File: src/lcdseq_pkg.sv
// Shared types, codes and phase tables of the character LCD bus sequencer.
// No dependencies.
`default_nettype none

package lcdseq_pkg;

	// Input opcodes
	localparam logic [1:0] OP_DATA = 2'd0;
	localparam logic [1:0] OP_CMD  = 2'd1;
	localparam logic [1:0] OP_INIT = 2'd2;

	// Register indexes
	localparam logic [1:0] REG_FOUR_BIT = 2'd0;
	localparam logic [1:0] REG_PULSE    = 2'd1;
	localparam logic [1:0] REG_POWER_UP = 2'd2;

	localparam logic        RST_FOUR_BIT = 1'b1;
	localparam logic [15:0] RST_PULSE    = 16'd1000;
	localparam logic [23:0] RST_POWER_UP = 24'd50000;

	// Init commands
	localparam logic [7:0] CMD_FUNC_8BIT  = 8'h38;
	localparam logic [7:0] CMD_FUNC_4BIT  = 8'h28;
	localparam logic [7:0] CMD_DISPLAY_ON = 8'h0C;
	localparam logic [7:0] CMD_CLEAR      = 8'h01;
	localparam logic [7:0] NIBBLE_FUNC    = 8'h20;

	// Hold time selects
	localparam logic [1:0] HOLD_PULSE  = 2'd0;
	localparam logic [1:0] HOLD_DOUBLE = 2'd1;
	localparam logic [1:0] HOLD_WAIT   = 2'd2;

	localparam int STEP_W      = 4;
	localparam int QUEUE_DEPTH = 2;
	localparam int QPTR_W      = $clog2(QUEUE_DEPTH);
	localparam int QCNT_W      = $clog2(QUEUE_DEPTH + 1);

	typedef struct packed {
		logic       is_init;
		logic       rs;
		logic [7:0] value;
	} job_t;

	typedef struct packed {
		logic        four_bit;
		logic [15:0] pulse;
		logic [23:0] power_up;
	} cfg_t;

	typedef struct packed {
		logic       empty;
		logic       full;
	} q_status_t;

	typedef struct packed {
		logic [7:0] data;
		logic       en;
		logic [1:0] hold_sel;
		logic       last;
	} phase_t;

	function automatic phase_t mk_phase(logic [7:0] data, logic en, logic [1:0] sel,
			logic last);
		phase_t p;
		p.data     = data;
		p.en       = en;
		p.hold_sel = sel;
		p.last     = last;
		return p;
	endfunction

	// One byte as E strobes; extra stretches the closing E-low by one pulse.
	function automatic phase_t byte_phase(logic four_bit, logic [STEP_W-1:0] step,
			logic [7:0] value, logic extra);
		logic [7:0] hi;
		logic [7:0] lo;
		logic [1:0] tail;
		hi   = {value[7:4], 4'h0};
		lo   = {value[3:0], 4'h0};
		tail = extra ? HOLD_DOUBLE : HOLD_PULSE;
		if (four_bit) begin
			case (step[1:0])
				2'd0:    return mk_phase(hi, 1'b1, HOLD_PULSE, 1'b0);
				2'd1:    return mk_phase(hi, 1'b0, HOLD_PULSE, 1'b0);
				2'd2:    return mk_phase(lo, 1'b1, HOLD_PULSE, 1'b0);
				default: return mk_phase(lo, 1'b0, tail, 1'b1);
			endcase
		end else begin
			if (!step[0])
				return mk_phase(value, 1'b1, HOLD_PULSE, 1'b0);
			else
				return mk_phase(value, 1'b0, tail, 1'b1);
		end
	endfunction

	// Power-up wait, function set, display on, clear.
	function automatic phase_t init_phase(logic four_bit, logic [STEP_W-1:0] step);
		phase_t p;
		p = mk_phase(8'h00, 1'b0, HOLD_WAIT, 1'b0);
		if (four_bit) begin
			case (step) inside
				[4'd1:4'd2]:   p = mk_phase(NIBBLE_FUNC, ~step[1], HOLD_PULSE, 1'b0);
				[4'd3:4'd6]:   p = byte_phase(1'b1, step - 4'd3, CMD_FUNC_4BIT, 1'b1);
				[4'd7:4'd10]:  p = byte_phase(1'b1, step - 4'd7, CMD_DISPLAY_ON, 1'b1);
				[4'd11:4'd15]: p = byte_phase(1'b1, step - 4'd11, CMD_CLEAR, 1'b0);
				default:       p = mk_phase(8'h00, 1'b0, HOLD_WAIT, 1'b0);
			endcase
			if (step < 4'd11)
				p.last = 1'b0;
		end else begin
			case (step) inside
				[4'd1:4'd2]:  p = byte_phase(1'b0, step - 4'd1, CMD_FUNC_8BIT, 1'b1);
				[4'd3:4'd4]:  p = byte_phase(1'b0, step - 4'd3, CMD_DISPLAY_ON, 1'b1);
				[4'd5:4'd15]: p = byte_phase(1'b0, step - 4'd5, CMD_CLEAR, 1'b0);
				default:      p = mk_phase(8'h00, 1'b0, HOLD_WAIT, 1'b0);
			endcase
			if (step < 4'd5)
				p.last = 1'b0;
		end
		return p;
	endfunction

endpackage

`default_nettype wire

File: src/lcdseq_ifs.sv
// Valid/ready channel interfaces: requests in, bus phases out.
// No dependencies.
`default_nettype none

interface lcdseq_in_if;
	logic       valid;
	logic       ready;
	logic [1:0] opcode;
	logic [7:0] value;

	modport source (output valid, output opcode, output value, input ready);
	modport sink (input valid, input opcode, input value, output ready);
	modport monitor (input valid, input opcode, input value, input ready);
endinterface

interface lcdseq_out_if;
	logic        valid;
	logic        ready;
	logic        reg_select;
	logic        read_write;
	logic [7:0]  bus_data;
	logic        enable;
	logic [23:0] hold_ticks;
	logic        last_phase;

	modport source (output valid, output reg_select, output read_write, output bus_data,
		output enable, output hold_ticks, output last_phase, input ready);
	modport sink (input valid, input reg_select, input read_write, input bus_data,
		input enable, input hold_ticks, input last_phase, output ready);
	modport monitor (input valid, input reg_select, input read_write, input bus_data,
		input enable, input hold_ticks, input last_phase, input ready);
endinterface

`default_nettype wire

File: src/lcdseq_front.sv
// Front end: takes request transfers, decodes them into jobs, pushes to the queue.
// Depends on lcdseq_pkg and lcdseq_in_if.
`default_nettype none

module lcdseq_front
	import lcdseq_pkg::*;
(
	input  wire logic      clk,
	input  wire logic      arst_n,
	lcdseq_in_if.sink      cmd,
	input  wire q_status_t q_stat,
	output logic           push,
	output job_t           push_job
);

	logic valid_s1;
	job_t job_s1;
	logic accept;
	logic keep;
	job_t decoded;

	assign push      = valid_s1 && !q_stat.full;
	assign push_job  = job_s1;
	assign cmd.ready = !valid_s1 || !q_stat.full;
	assign accept    = cmd.valid && cmd.ready;

	always_comb begin
		decoded.value   = cmd.value;
		decoded.rs      = 1'b0;
		decoded.is_init = 1'b0;
		keep            = 1'b1;
		case (cmd.opcode)
			OP_DATA: decoded.rs      = 1'b1;
			OP_CMD:  decoded.rs      = 1'b0;
			OP_INIT: decoded.is_init = 1'b1;
			default: keep            = 1'b0; // unused opcode: dropped
		endcase
	end

	always_ff @(posedge clk or negedge arst_n) begin
		if (!arst_n) begin
			valid_s1 <= 1'b0;
		end else if (accept) begin
			valid_s1 <= keep;
		end else if (push) begin
			valid_s1 <= 1'b0;
		end
	end

	always_ff @(posedge clk) begin
		if (accept)
			job_s1 <= decoded;
	end

endmodule

`default_nettype wire

File: src/lcdseq_queue.sv
// Short job queue between the front end and the phase generator.
// Depends on lcdseq_pkg.
`default_nettype none

module lcdseq_queue
	import lcdseq_pkg::*;
(
	input  wire logic clk,
	input  wire logic arst_n,
	input  wire logic push,
	input  wire job_t push_job,
	input  wire logic pop,
	output job_t      head,
	output q_status_t stat
);

	job_t              entry_q [QUEUE_DEPTH];
	logic [QPTR_W-1:0] wr_ptr_q;
	logic [QPTR_W-1:0] rd_ptr_q;
	logic [QCNT_W-1:0] count_q;

	assign head       = entry_q[rd_ptr_q];
	assign stat.empty = (count_q == '0);
	assign stat.full  = (count_q == QCNT_W'(QUEUE_DEPTH));

	always_ff @(posedge clk or negedge arst_n) begin
		if (!arst_n) begin
			wr_ptr_q <= '0;
			rd_ptr_q <= '0;
			count_q  <= '0;
		end else begin
			if (push)
				wr_ptr_q <= (wr_ptr_q == QPTR_W'(QUEUE_DEPTH - 1)) ? '0 : wr_ptr_q + 1'b1;
			if (pop)
				rd_ptr_q <= (rd_ptr_q == QPTR_W'(QUEUE_DEPTH - 1)) ? '0 : rd_ptr_q + 1'b1;
			if (push && !pop)
				count_q <= count_q + 1'b1;
			else if (pop && !push)
				count_q <= count_q - 1'b1;
		end
	end

	always_ff @(posedge clk) begin
		if (push)
			entry_q[wr_ptr_q] <= push_job;
	end

endmodule

`default_nettype wire

File: src/lcdseq_back.sv
// Back end: steps through the phases of one job, one phase per output transfer.
// Depends on lcdseq_pkg and lcdseq_out_if.
`default_nettype none

module lcdseq_back
	import lcdseq_pkg::*;
(
	input  wire logic      clk,
	input  wire logic      arst_n,
	input  wire cfg_t      cfg,
	input  wire q_status_t q_stat,
	input  wire job_t      q_job,
	output logic           pop,
	lcdseq_out_if.source   phase
);

	logic              active_q;
	job_t              job_q;
	logic [STEP_W-1:0] step_q;
	logic              ovalid_q;
	logic              rs_q;
	logic [7:0]        data_q;
	logic              en_q;
	logic [23:0]       hold_q;
	logic              last_q;

	phase_t      cur;
	logic        advance;
	logic [15:0] eff_pulse;
	logic [23:0] eff_wait;
	logic [23:0] hold;

	assign eff_pulse = (cfg.pulse == '0) ? 16'd1 : cfg.pulse;
	assign eff_wait  = (cfg.power_up == '0) ? 24'd1 : cfg.power_up;

	assign cur = job_q.is_init ? init_phase(cfg.four_bit, step_q)
		: byte_phase(cfg.four_bit, step_q, job_q.value, 1'b0);

	always_comb begin
		case (cur.hold_sel)
			HOLD_PULSE:  hold = {8'h00, eff_pulse};
			HOLD_DOUBLE: hold = {7'h00, eff_pulse, 1'b0};
			HOLD_WAIT:   hold = eff_wait;
			default:     hold = {8'h00, eff_pulse};
		endcase
	end

	// output register free or emptying this cycle
	assign advance = active_q && (!ovalid_q || phase.ready);
	assign pop     = !q_stat.empty && (!active_q || (advance && cur.last));

	always_ff @(posedge clk or negedge arst_n) begin
		if (!arst_n) begin
			active_q <= 1'b0;
			step_q   <= '0;
			ovalid_q <= 1'b0;
		end else begin
			if (advance) begin
				if (cur.last)
					active_q <= 1'b0;
				else
					step_q <= step_q + 1'b1;
			end
			if (pop) begin
				active_q <= 1'b1;
				step_q   <= '0;
			end
			if (advance)
				ovalid_q <= 1'b1;
			else if (phase.ready)
				ovalid_q <= 1'b0;
		end
	end

	always_ff @(posedge clk) begin
		if (pop)
			job_q <= q_job;
		if (advance) begin
			rs_q   <= job_q.is_init ? 1'b0 : job_q.rs;
			data_q <= cur.data;
			en_q   <= cur.en;
			hold_q <= hold;
			last_q <= cur.last;
		end
	end

	assign phase.valid      = ovalid_q;
	assign phase.reg_select = rs_q;
	assign phase.read_write = 1'b0;
	assign phase.bus_data   = data_q;
	assign phase.enable     = en_q;
	assign phase.hold_ticks = hold_q;
	assign phase.last_phase = last_q;

endmodule

`default_nettype wire

File: src/char_lcd_bus_sequencer_top.sv
// Character LCD bus sequencer, top level: config registers, front end, queue, back end.
// The first phase of an item passes the decode register, a queue entry, the back-end
// job register and the output register. Throughput: one phase per cycle while the sink
// is ready and jobs are queued; the phase generator gives 2 or 4 phases per byte, 7 or 15 for init.
// Reset (arst_n low, asynchronous): queue and outputs empty, four_bit_mode=1,
// pulse_ticks=1000, power_up_ticks=50000.
`default_nettype none

module char_lcd_bus_sequencer_top
	import lcdseq_pkg::*;
(
	input  wire logic        clk,
	input  wire logic        arst_n,
	// configuration write port
	input  wire logic        cfg_we,
	input  wire logic [1:0]  cfg_index,
	input  wire logic [23:0] cfg_data,
	// request channel: opcode, value
	lcdseq_in_if.sink        cmd,
	// bus phase channel
	lcdseq_out_if.source     phase
);

	cfg_t      cfg_q;
	q_status_t q_stat;
	logic      push;
	job_t      push_job;
	logic      pop;
	job_t      head;

	// Config registers, read live by the back end. User rule, unenforced: written only while the block is idle.
	always_ff @(posedge clk or negedge arst_n) begin
		if (!arst_n) begin
			cfg_q.four_bit <= RST_FOUR_BIT;
			cfg_q.pulse    <= RST_PULSE;
			cfg_q.power_up <= RST_POWER_UP;
		end else if (cfg_we) begin
			case (cfg_index)
				REG_FOUR_BIT: cfg_q.four_bit <= cfg_data[0];
				REG_PULSE:    cfg_q.pulse    <= cfg_data[15:0];
				REG_POWER_UP: cfg_q.power_up <= cfg_data;
				default:      ; // unknown index: ignored
			endcase
		end
	end

	// Front end: one request transfer per cycle into a decode register, while it is free or the queue has room.
	// Unused opcodes are dropped here and never reach the queue.
	lcdseq_front u_front (
		.clk      (clk),
		.arst_n   (arst_n),
		.cmd      (cmd),
		.q_stat   (q_stat),
		.push     (push),
		.push_job (push_job)
	);

	// Two-deep job queue decouples request stalls from bus phase stalls.
	lcdseq_queue u_queue (
		.clk      (clk),
		.arst_n   (arst_n),
		.push     (push),
		.push_job (push_job),
		.pop      (pop),
		.head     (head),
		.stat     (q_stat)
	);

	// Back end: phase step counter and output register. The next job is
	// popped in the cycle the last phase of the current one is registered,
	// so phases of consecutive items follow without a gap.
	lcdseq_back u_back (
		.clk    (clk),
		.arst_n (arst_n),
		.cfg    (cfg_q),
		.q_stat (q_stat),
		.q_job  (head),
		.pop    (pop),
		.phase  (phase)
	);

endmodule

`default_nettype wire

File: src/flat_wrapper.sv
// flat-port wrapper written by rule: the top's interface ports become plain ports
module char_lcd_bus_sequencer_top_flat import lcdseq_pkg::*;
  (clk, arst_n, cfg_we, cfg_index, cfg_data, cmd_valid, cmd_opcode, cmd_value, cmd_ready, phase_valid, phase_reg_select, phase_read_write, phase_bus_data, phase_enable, phase_hold_ticks, phase_last_phase, phase_ready);
  lcdseq_in_if cmd_i ();
  lcdseq_out_if phase_i ();
  input  wire logic clk;
  input  wire logic arst_n;
  input  wire logic cfg_we;
  input  wire logic [1:0] cfg_index;
  input  wire logic [23:0] cfg_data;
  input wire logic [$bits(cmd_i.valid)-1:0] cmd_valid;
  input wire logic [$bits(cmd_i.opcode)-1:0] cmd_opcode;
  input wire logic [$bits(cmd_i.value)-1:0] cmd_value;
  output wire logic [$bits(cmd_i.ready)-1:0] cmd_ready;
  output wire logic [$bits(phase_i.valid)-1:0] phase_valid;
  output wire logic [$bits(phase_i.reg_select)-1:0] phase_reg_select;
  output wire logic [$bits(phase_i.read_write)-1:0] phase_read_write;
  output wire logic [$bits(phase_i.bus_data)-1:0] phase_bus_data;
  output wire logic [$bits(phase_i.enable)-1:0] phase_enable;
  output wire logic [$bits(phase_i.hold_ticks)-1:0] phase_hold_ticks;
  output wire logic [$bits(phase_i.last_phase)-1:0] phase_last_phase;
  input wire logic [$bits(phase_i.ready)-1:0] phase_ready;
  assign cmd_i.valid = cmd_valid;
  assign cmd_i.opcode = cmd_opcode;
  assign cmd_i.value = cmd_value;
  assign cmd_ready = cmd_i.ready;
  assign phase_valid = phase_i.valid;
  assign phase_reg_select = phase_i.reg_select;
  assign phase_read_write = phase_i.read_write;
  assign phase_bus_data = phase_i.bus_data;
  assign phase_enable = phase_i.enable;
  assign phase_hold_ticks = phase_i.hold_ticks;
  assign phase_last_phase = phase_i.last_phase;
  assign phase_i.ready = phase_ready;
  char_lcd_bus_sequencer_top u_core (.clk(clk), .arst_n(arst_n), .cfg_we(cfg_we), .cfg_index(cfg_index), .cfg_data(cfg_data), .cmd(cmd_i), .phase(phase_i));
endmodule
File: config.mk
export PLATFORM = sky130hd
export DESIGN_NAME = char_lcd_bus_sequencer_top_flat
export DESIGN_NICKNAME = d
export VERILOG_FILES = /design/src/lcdseq_pkg.sv /design/src/lcdseq_ifs.sv /design/src/lcdseq_front.sv /design/src/lcdseq_queue.sv /design/src/lcdseq_back.sv /design/src/char_lcd_bus_sequencer_top.sv /design/src/flat_wrapper.sv
export SDC_FILE = /design/constraint.sdc
export NUM_CORES = 1
export LEC_CHECK = 0
export ABC_AREA = 1
export ABC_CLOCK_PERIOD_IN_PS = 4100
export BUFFER_PORTS_ARGS = -buffer_cell sky130_fd_sc_hd__buf_2
export CORE_MARGIN = 2
export CORE_UTILIZATION = 40
export CTS_CLUSTER_DIAMETER = 30
export CTS_CLUSTER_SIZE = 10
export DETAILED_ROUTE_END_ITERATION = 8
export HOLD_SLACK_MARGIN = 0.05
export PLACE_DENSITY = 0.64
export SYNTH_ARGS = -nofsm -noshare
export SYNTH_HDL_FRONTEND = slang
export SYNTH_SLANG_ARGS = --single-unit
File: constraint.sdc
create_clock -name clk -period 4.1 [get_ports clk]
set_input_delay 0.205 -clock clk [delete_from_list [all_inputs] [get_ports clk]]
set_output_delay 0.205 -clock clk [all_outputs]
set_load 0.01 [all_outputs]
==> flow_metrics.py, run 1 <==
metrics = {
    "status": {
        "status": "completed",
    },
    "yosys": {
        "synth-seq-cells": 127,
        "synth.top_cells.by_area": "edfxtp_1 (41%), dfrtp_1 (18%), nand2_1 (8.9%)",
        "synth_top_area_frac": 0.410,
        "synth_nets": 600,
        "avgSynthCellArea_sq_um": 9.98,
        "yosys.cell_types.count": 35,
        "synth_area_leader_cell": "edfxtp_1",
        "syn_inst": 551,
        "syn_area_sq_um": 5500,
        "synth_warnings": 0,
        "ys_seq_area_frac": 0.649,
    },
    "global_route": {
        "grt-ovfl-total": 0,
        "antenna_found_initial": 0,
        "grt_pass1_vias": 4073,
        "groute.usage.overall": 0.177,
        "grt_first_pass_wirelength_um": 19900,
        "grt_max_degree": 53,
    },
    "power": {
        "power_mw": 4.98,
        "ir_drop_uv": 376,
        "p_leak_nw": 3.14,
        "power_density_nw_per_um2": 730,
    },
    "worst_setup_path": {
        "cp-start-kind": "register",
        "worstRegToRegCells": 11,
        "r2r-end": "u_core.u_back.phase.hold_ticks[9]$_DFFE_PP_",
        "reg2reg_slack_ns": 0.92,
        "cp.required_ns": 4.22,
        "cp-end-kind": "register",
        "crit_start": "u_core.u_back.step_q[0]$_DFFE_PN0P_",
        "critPathMaxFanout": 21,
        "endpoint": "u_core.u_back.phase.hold_ticks[9]$_DFFE_PP_",
        "arrival_ns": 3.30,
        "crit_type": "reg -> reg",
        "reg2reg_from": "u_core.u_back.step_q[0]$_DFFE_PN0P_",
    },
    "clock_tree": {
        "clk_pin_slew_ns": 0.05,
        "clkLatencyLatePin_ns": 0.41,
        "cts_setup_buffers": 0,
        "post_cts_resized": 0,
        "cts_tree": "done",
        "cts_root_buf": "clkbuf_16",
        "htree_levels": 4,
        "clockBufferDepth": 2,
        "cts_made_buffers": 17,
        "clock_sinks": 127,
    },
    "final_layout": {
        "layout_commonest_cell": "nand2_1",
        "multi_input_area_sq_um": 1550,
        "drive_above_1_share": 0.200,
        "area_delta_synth_final_pct": 24.2,
        "n_fill_cell": 1248,
        "regArea_sq_um": 3570,
        "final_nets": 703,
        "antenna_cells": 0,
        "layout_common_cells": "nand2_1 (131), inv_1 (82), buf_2 (77)",
    },
    "placement": {
        "hpwl_um": 8110,
        "place_congestion": 0.877,
        "portBuffers": 77,
    },
    "sta": {
        "finalSetupViolCount": 0,
        "rsz0062_at_grt": "no",
        "tightest_slew_ns": 1.15,
        "max_freq_ghz": 0.314,
        "min_period_ns": 3.18,
        "fin_crit_sh": 0.776,
        "finalSetupTns_ns": 0,
        "slew_headroom": 0.233,
        "slew_viol_final": 0,
        "whs_ns": 0.0532,
        "hold_violations": 0,
        "finClkSkew_ns": 0.00518,
    },
    "die": {
        "die_x_um": 121,
        "io_pins": 79,
        "rows": 42,
        "die_y_um": 121,
        "start_util": 0.412,
        "core_sq_um": 13300,
        "die_area_sq_um": 14700,
    },
    "detailed_routing": {
        "totalWireLength_um": 11900,
        "first_pass_iters": 4,
        "routedWlPerCell_um": 14.2,
        "drtIter0Drc": 369,
        "antenna_left": 0,
        "viasPerCell": 4.75,
        "route.detailed.drc": 0,
        "route.vias.total": 4002,
    },
    "worst_hold_path": {
        "hold_path.class": "in -> reg",
        "holdPathStages": 3,
    },
    "run": {
        "drv_cap": 0,
    },
}
[cell usage after synthesis]
cell      number
nand2_1      131
or2_1          1
o221ai_1       1
nand2_2        3
edfxtp_1      75
nor3_2         1
o32ai_1        2
xnor2_1        2
nor4_1         2
a21oi_1       22
inv_1         82
xor2_1         1
conb_1         1
o21ai_0       54
inv_2          1
dfrtp_1       39
nor2_2         2
clkbuf_1      11
o31ai_1        1
o22ai_1        8
nand3_1       20
a22oi_1        4
buf_4          1
nand2_4        1
o211ai_1       1
mux2_2         1
clkinv_1       1
dfstp_2       13
ha_1           8
nor3_1         4
nand3_2        1
nor2_1        46
buf_1          2
nand4_1        5
buf_2          3
[final cells by class]
type                            count  share of cell area
Clock buffer                       17              0.0623
Tap cell                          176              0.0323
Sequential cell                   127               0.523
Clock inverter                     14              0.0185
Inverter                           84              0.0462
Multi-Input combinational cell    323               0.227
Timing Repair Buffer              101              0.0905
[critical path, stage by stage, from the launching register on]
cell	delay [ns]
dfrtp_1	0.49
ha_1	0.32
nor2_1	0.12
nor3_2	0.24
nor2_1	0.09
or2_1	0.21
nand2_1	0.06
nand2_1	0.06
ha_1	0.59
inv_1	0.42
nand2_1	0.18
o21ai_0	0.12
[metrics by stage]
stage / util / instance area (sq um) / setup slack (ns) / instances
after detailed placement: 0.454 / 6060 / 0.947 / 790
after floorplan: - / 5500 / 1.14 / 551
after global routing: 0.511 / 6830 / 0.625 / 842
after global placement: 0.454 / 6060 / 1.10 / 790
final: 0.511 / 6830 / 0.918 / 842
after CTS: 0.511 / 6830 / 0.922 / 842
[worst min-delay path by stage]
stage / startpoint / to
floorplan: arst_n / u_core.cfg_q[0]$_DFFE_PN0P_
global placement: arst_n / u_core.cfg_q[37]$_DFFE_PN0P_
detailed placement: arst_n / u_core.cfg_q[22]$_DFFE_PN0P_
CTS: cfg_data[5] / u_core.cfg_q[29]$_DFFE_PN1P_
global route: cfg_data[5] / u_core.cfg_q[29]$_DFFE_PN1P_
finish: cfg_data[5] / u_core.cfg_q[29]$_DFFE_PN1P_
[kinds of logic after synthesis]
logic type,synth area share
AO/OA/AOI/OAI,0.0913
multiplexers,0.00205
XOR/XNOR,0.00478
buffers and inverters,0.0703
flip-flops,0.649
other,0.000682
adder cells (fa/ha/maj),0.0182
AND/OR/NAND/NOR,0.163
[flip-flops by register name, summed over array words and instances (netlist names), 2 cells and up]
register,cells
u_core.u_queue.count_q,2
u_core.cfg_q,41
u_core.u_back.step_q,4
u_core.u_back.job_q,10
u_core.u_back.phase.bus_data,8
u_core.u_back.phase.hold_ticks,24
u_core.u_queue.entry_q,20
u_core.u_front.push_job,10
[routing by layer]
metal,up-vias,track usage,part of all wire
li1,2013,-,-
met1,1862,0.233,0.46
met2,108,0.279,0.48
met3,19,0.0409,0.046
met4,0,0.0783,0.018
met5,-,0,0
[power by group]
part           total, mW  switching (mW)  internal, mW
clock               1.40           0.529         0.876
sequential          2.06           0.186          1.87
combinational       1.52            1.02         0.497
[what timing repair did]
| item | CTS | global route |
|---|---|---|
| endpoints found under the setup margin | 0 | 0 |
| hold buffers | 21 | 0 |
| endpoints found under the hold margin | 62 | 0 |
(Power assumes the default switching activity.)
==> inputs of run 2 (changes only) <==
Settings changed: ABC_AREA 1 to 0, ABC_CLOCK_PERIOD_IN_PS 4100 to 3300.
Clock period 4.1 ns to 3.3 ns, I/O delays scaled along.
==> flow_metrics.py, run 2 <==
metrics = {
    "status": {
        "status": "completed",
    },
    "detailed_routing": {
        "antenna_left": 0,
        "route.detailed.drc": 0,
        "wl_met3_um": 694,
        "drtIter0Drc": 224,
        "routedWlPerCell_um": 15.7,
        "route.vias.total": 3586,
        "wl_met1_um": 5150,
        "totalWireLength_um": 11100,
        "first_pass_iters": 4,
        "wl_met2_um": 5020,
        "viasPerCell": 5.09,
        "highest_layer": "met4",
    },
    "sta": {
        "fin_crit_sh": 0.892,
        "setup_ws_ns": 0.357,
        "finalSetupTns_ns": 0,
        "max_freq_ghz": 0.340,
        "rsz0062_at_grt": "no",
        "slew_viol_final": 0,
        "tightest_slew_ns": 1.03,
        "finalSetupViolCount": 0,
        "slew_headroom": 0.313,
        "hold_violations": 0,
        "min_period_ns": 2.94,
        "finClkSkew_ns": 0.0110,
    },
    "placement": {
        "placedCellCount": 636,
        "pre_cts_ws_ns": 0.235,
        "hpwl_um": 7550,
        "placed_area_sq_um": 6020,
        "portBuffers": 77,
        "place_congestion": 0.882,
    },
    "yosys": {
        "synth.top_cells.by_area": "edfxtp_1 (41%), dfrtp_1 (18%), mux2_2 (10%)",
        "avgSynthCellArea_sq_um": 13.7,
        "yosys.cell_types.count": 50,
        "synth.most_common_cell": "edfxtp_1",
        "synthArstFlopShare": 0.409,
        "syn_area_sq_um": 5480,
        "synth_warnings": 0,
        "ys_seq_area_frac": 0.652,
        "synth_edf_count": 75,
        "synth_common_cells": "edfxtp_1 (75), mux2_2 (51), dfrtp_1 (39)",
        "synth-seq-cells": 127,
        "synth_top_area_frac": 0.411,
        "syn_inst": 399,
        "ys.flop_type": "edfxtp_1",
        "synth_area_leader_cell": "edfxtp_1",
        "synth_nets": 448,
    },
    "clock_tree": {
        "cts_tree": "done",
        "clock_sinks": 127,
        "htree_levels": 4,
        "clockBufferDepth": 2,
        "clk_pin_slew_ns": 0.05,
        "clkLatencyLatePin_ns": 0.43,
        "cts_root_buf": "clkbuf_16",
        "cts_made_buffers": 17,
    },
    "worst_setup_path": {
        "cp-start-kind": "register",
        "critical-path-max-stage-delay_ns": 0.51,
        "worstPathCellList": "inv_1 > ha_1 > nand2b_1 > a221oi_1 > and4_1 > o21ai_0 > ha_1 > a22oi_1 > o21ai_0",
        "critical_path.top_delay_family": "compound AO/OA/AOI/OAI gates",
        "slowest_stage": "dfrtp_2",
        "crit_type": "reg -> reg",
        "arrival_ns": 3.10,
        "critPathMaxFanout": 16,
        "cp_num_buf_inv": 1,
        "cp.required_ns": 3.46,
        "cp-end-kind": "register",
    },
    "worst_hold_path": {
        "hold_path.class": "in -> reg",
    },
    "final_layout": {
        "largest_register_ffs": 41,
        "multi_input_area_sq_um": 1780,
        "area_delta_synth_final_pct": 28.2,
        "layout_common_cells": "buf_2 (77), edfxtp_1 (75), mux2_2 (51)",
        "n_fill_cell": 1112,
        "regMostFlops": "u_core.cfg_q",
        "antenna_cells": 0,
        "final_nets": 565,
        "layout.cells.non_filler": 705,
        "drive_above_1_share": 0.344,
        "regArea_sq_um": 3570,
        "fin_area_sq_um": 7020,
        "layout_commonest_cell": "buf_2",
    },
    "run": {
        "drv_cap": 0,
    },
    "power": {
        "p_leak_nw": 2.77,
        "power_mw": 6.12,
        "power_density_nw_per_um2": 872,
        "ir_drop_uv": 301,
    },
    "die": {
        "die_area_sq_um": 14600,
        "die_y_um": 121,
        "rows": 42,
        "io_pins": 79,
        "start_util": 0.412,
        "die_x_um": 121,
        "core_sq_um": 13300,
    },
    "global_route": {
        "grt_first_pass_wirelength_um": 18000,
        "antenna_found_initial": 0,
        "grt_max_degree": 45,
        "grt_pass1_vias": 3559,
        "grt-ovfl-total": 0,
        "groute.usage.overall": 0.164,
    },
}
## run 2: changes by cell type after synthesis, sizes merged, moves of 10 or more
cell	before	now
a22oi	4	19
nand2	135	34
nand3	21	11
mux2	1	51
o21ai	54	22
nor2	48	14
inv	83	7
a21oi	22	6
and2	0	11
## run 2: cells by family after synthesis
logic type | Yosys count | synth area share
buf+inv | 29 | 0.0235
mux | 52 | 0.107
simple gates | 107 | 0.101
xor+xnor | 6 | 0.00960
fa+ha+maj | 8 | 0.0183
compound gates | 69 | 0.0886
other cells | 1 | 0.000685
flops | 127 | 0.652
## run 2: cell type report
type / instances / area share
sequential: 127 / 0.509
multi-input combinational: 243 / 0.253
timing repair buffer: 120 / 0.114
clock buffer: 21 / 0.0656
tap: 176 / 0.0314
clock inverter: 11 / 0.0232
inverter: 7 / 0.00374
## run 2: stage by stage
step	util	hold slack (ns)
finish	0.528	0.0874
global route	0.528	0.108
CTS	0.528	0.0780
detailed placement	0.453	0.344
global placement	0.453	0.343
floorplan	-	-0.131
## run 2: worst register-to-register path, stage by stage, from the launching register on
cell	delay, ns
dfrtp_2	0.51
inv_1	0.14
ha_1	0.27
nand2b_1	0.17
a221oi_1	0.40
and4_1	0.28
o21ai_0	0.10
ha_1	0.44
a22oi_1	0.27
o21ai_0	0.10
## run 2: metal layers
metal	vias up	GRT usage
li1	1737	-
met1	1723	0.214
met2	110	0.243
met3	16	0.0663
met4	0	0.0690
met5	-	0
## run 2: path summary, 6_finish.rpt
kind                                                      start                                          end  slack (ns)  depth (start not counted)
max reg2reg                 u_core.u_back.step_q[0]$_DFFE_PN0P_  u_core.u_back.phase.hold_ticks[9]$_DFFE_PP_        0.36                          9
max in group asynchronous                                arst_n                 u_core.cfg_q[33]$_DFFE_PN1P_        2.03                          3
min in group asynchronous                                arst_n           u_core.u_back.active_q$_DFFE_PN0P_        0.46                          2
min reg2reg                u_core.u_front.push_job[5]$_DFFE_PP_       u_core.u_queue.entry_q[0][5]$_DFFE_PP_        0.44                          0
max                         u_core.u_back.step_q[0]$_DFFE_PN0P_  u_core.u_back.phase.hold_ticks[9]$_DFFE_PP_        0.36                          9
min                                               cmd_opcode[1]         u_core.u_front.push_job[9]$_DFFE_PP_        0.09                          2
## run 2: report_power, final
part           internal (mW)  switching [mW]
sequential              2.26           0.338
combinational          0.690           0.872
clock                   1.30           0.663
## run 2: repair_timing
item,CTS,global route
buffers inserted,0,0
hold buffers,37,0
resized for setup,0,1
setup endpoints to repair,0,13
hold endpoints to repair,87,0
==> inputs of run 3 (changes only) <==
Settings changed: ABC_AREA 0 to 1.
==> flow_metrics.py, run 3 (same netlist as run 1, synthesis figures left out) <==
metrics = {
    "global_route": {
        "grt_first_pass_wirelength_um": 20000,
        "antenna_found_initial": 0,
        "grt_max_degree": 39,
        "groute.usage.overall": 0.181,
        "grt_pass1_vias": 4186,
        "grt-ovfl-total": 0,
    },
    "power": {
        "switching_share": 0.359,
        "ir_drop_uv": 465,
        "p_sw_mw": 2.27,
        "power_density_nw_per_um2": 897,
        "power_mw": 6.31,
        "p_int_mw": 4.04,
        "p_clk_frac": 0.288,
        "p_leak_nw": 3.21,
        "p_comb_frac": 0.305,
        "seqPwrFrac": 0.408,
    },
    "worst_setup_path": {
        "arrival_ns": 3.03,
        "cp.required_ns": 3.44,
        "critPathMaxFanout": 21,
        "cp-end-kind": "register",
        "cp-start-kind": "register",
        "crit_type": "reg -> reg",
    },
    "clock_tree": {
        "cts_root_buf": "clkbuf_16",
        "clock_sinks": 127,
        "htree_levels": 4,
        "clockBufferDepth": 2,
        "cts_made_buffers": 17,
        "cts_tree": "done",
        "clkLatencyLatePin_ns": 0.43,
        "clk_pin_slew_ns": 0.06,
    },
    "detailed_routing": {
        "totalWireLength_um": 12300,
        "drtIter0Drc": 414,
        "routedWlPerCell_um": 14.3,
        "route.detailed.drc": 0,
        "antenna_left": 0,
        "first_pass_iters": 4,
        "route.vias.total": 4134,
        "viasPerCell": 4.80,
    },
    "sta": {
        "finalSetupViolCount": 0,
        "hold_violations": 0,
        "finClkSkew_ns": 0.00688,
        "finalSetupTns_ns": 0,
        "whs_ns": 0.0608,
        "tightest_slew_ns": 1.13,
        "slew_viol_final": 0,
        "fin_crit_sh": 0.875,
        "max_freq_ghz": 0.346,
        "min_period_ns": 2.89,
        "slew_headroom": 0.248,
        "rsz0062_at_grt": "no",
    },
    "status": {
        "status": "completed",
    },
    "final_layout": {
        "layout_commonest_cell": "nand2_1",
        "drive_above_1_share": 0.201,
        "area_delta_synth_final_pct": 28.0,
        "antenna_cells": 0,
        "regMostFlops": "u_core.cfg_q",
        "n_fill_cell": 1225,
        "layout_common_cells": "nand2_1 (131), inv_1 (82), buf_2 (77)",
        "largest_register_ffs": 41,
        "final_nets": 721,
    },
    "die": {
        "die_area_sq_um": 14700,
        "die_x_um": 121,
        "start_util": 0.412,
        "die_y_um": 121,
        "rows": 42,
        "io_pins": 79,
        "core_sq_um": 13300,
    },
    "worst_hold_path": {
        "hold_path.class": "in -> reg",
    },
    "run": {
        "drv_cap": 0,
    },
    "placement": {
        "portBuffers": 77,
        "hpwl_um": 8610,
        "place_congestion": 0.891,
    },
}
-- run 3: layout make-up --
cell class	instances	area [sq um]	area share
Sequential cell	127	3570	0.508
Multi-Input combinational cell	323	1550	0.221
Timing Repair Buffer	119	796	0.113
Clock buffer	17	425	0.0605
Inverter	84	315	0.0448
Tap cell	176	220	0.0313
Clock inverter	15	153	0.0217
-- run 3: final timing paths --
kind	start	cells past startpoint	slack, ns	endpoint
min in group asynchronous	arst_n	2	0.40	u_core.cfg_q[13]$_DFFE_PN0P_
min reg2reg	u_core.u_front.push_job[4]$_DFFE_PP_	0	0.45	u_core.u_queue.entry_q[1][4]$_DFFE_PP_
max in group asynchronous	arst_n	3	2.09	u_core.cfg_q[14]$_DFFE_PN1P_
min	cfg_data[11]	3	0.06	u_core.cfg_q[35]$_DFFE_PN0P_
max	u_core.u_back.step_q[0]$_DFFE_PN0P_	12	0.41	u_core.u_back.phase.hold_ticks[14]$_DFFE_PP_
max reg2reg	u_core.u_back.step_q[0]$_DFFE_PN0P_	12	0.41	u_core.u_back.phase.hold_ticks[14]$_DFFE_PP_
-- run 3: repair_timing --
| action | CTS | global route |
|---|---|---|
| buffers inserted | 0 | 0 |
| hold buffers | 38 | 0 |
| setup endpoints to repair | 0 | 1 |
| gates resized for setup | 0 | 1 |
| hold endpoints to repair | 80 | 0 |
-- run 3: layer usage --
metal,vias to the layer above,GRT usage,part of all wire
li1,2045,-,-
met1,1964,0.226,0.44
met2,104,0.291,0.48
met3,21,0.0536,0.048
met4,0,0.0790,0.022
met5,-,0,0
-- run 3: power by group through the flow --
stage / clock, mW / sequential (mW) / combinational [mW]
finish: 1.81 / 2.57 / 1.92
global route: 1.92 / 2.62 / 2.17
CTS: 1.84 / 2.58 / 1.92
detailed placement: 0 / 2.60 / 1.87
global placement: 0 / 2.58 / 1.84
floorplan: 0 / 2.61 / 1.20
-- run 3: stage by stage --
stage	std cells	cell area [sq um]	setup WS [ns]	utilization
2_1_floorplan	551	5500	0.336	-
3_3_place_gp	791	6070	0.532	0.455
3_5_place_dp	791	6070	0.418	0.455
4_1_cts	861	7030	0.380	0.527
5_1_grt	861	7030	0.0997	0.527
6_report	861	7030	0.412	0.527
-- run 3: critical path, stage by stage (launching register included) --
cell	delay, ns
dfrtp_1	0.48
inv_1	0.15
ha_1	0.26
nor3_1	0.25
nor3_2	0.09
nor2_1	0.16
nand2_1	0.07
nand2_1	0.06
nand2_1	0.08
inv_1	0.07
ha_2	0.30
inv_1	0.44
o21ai_0	0.21
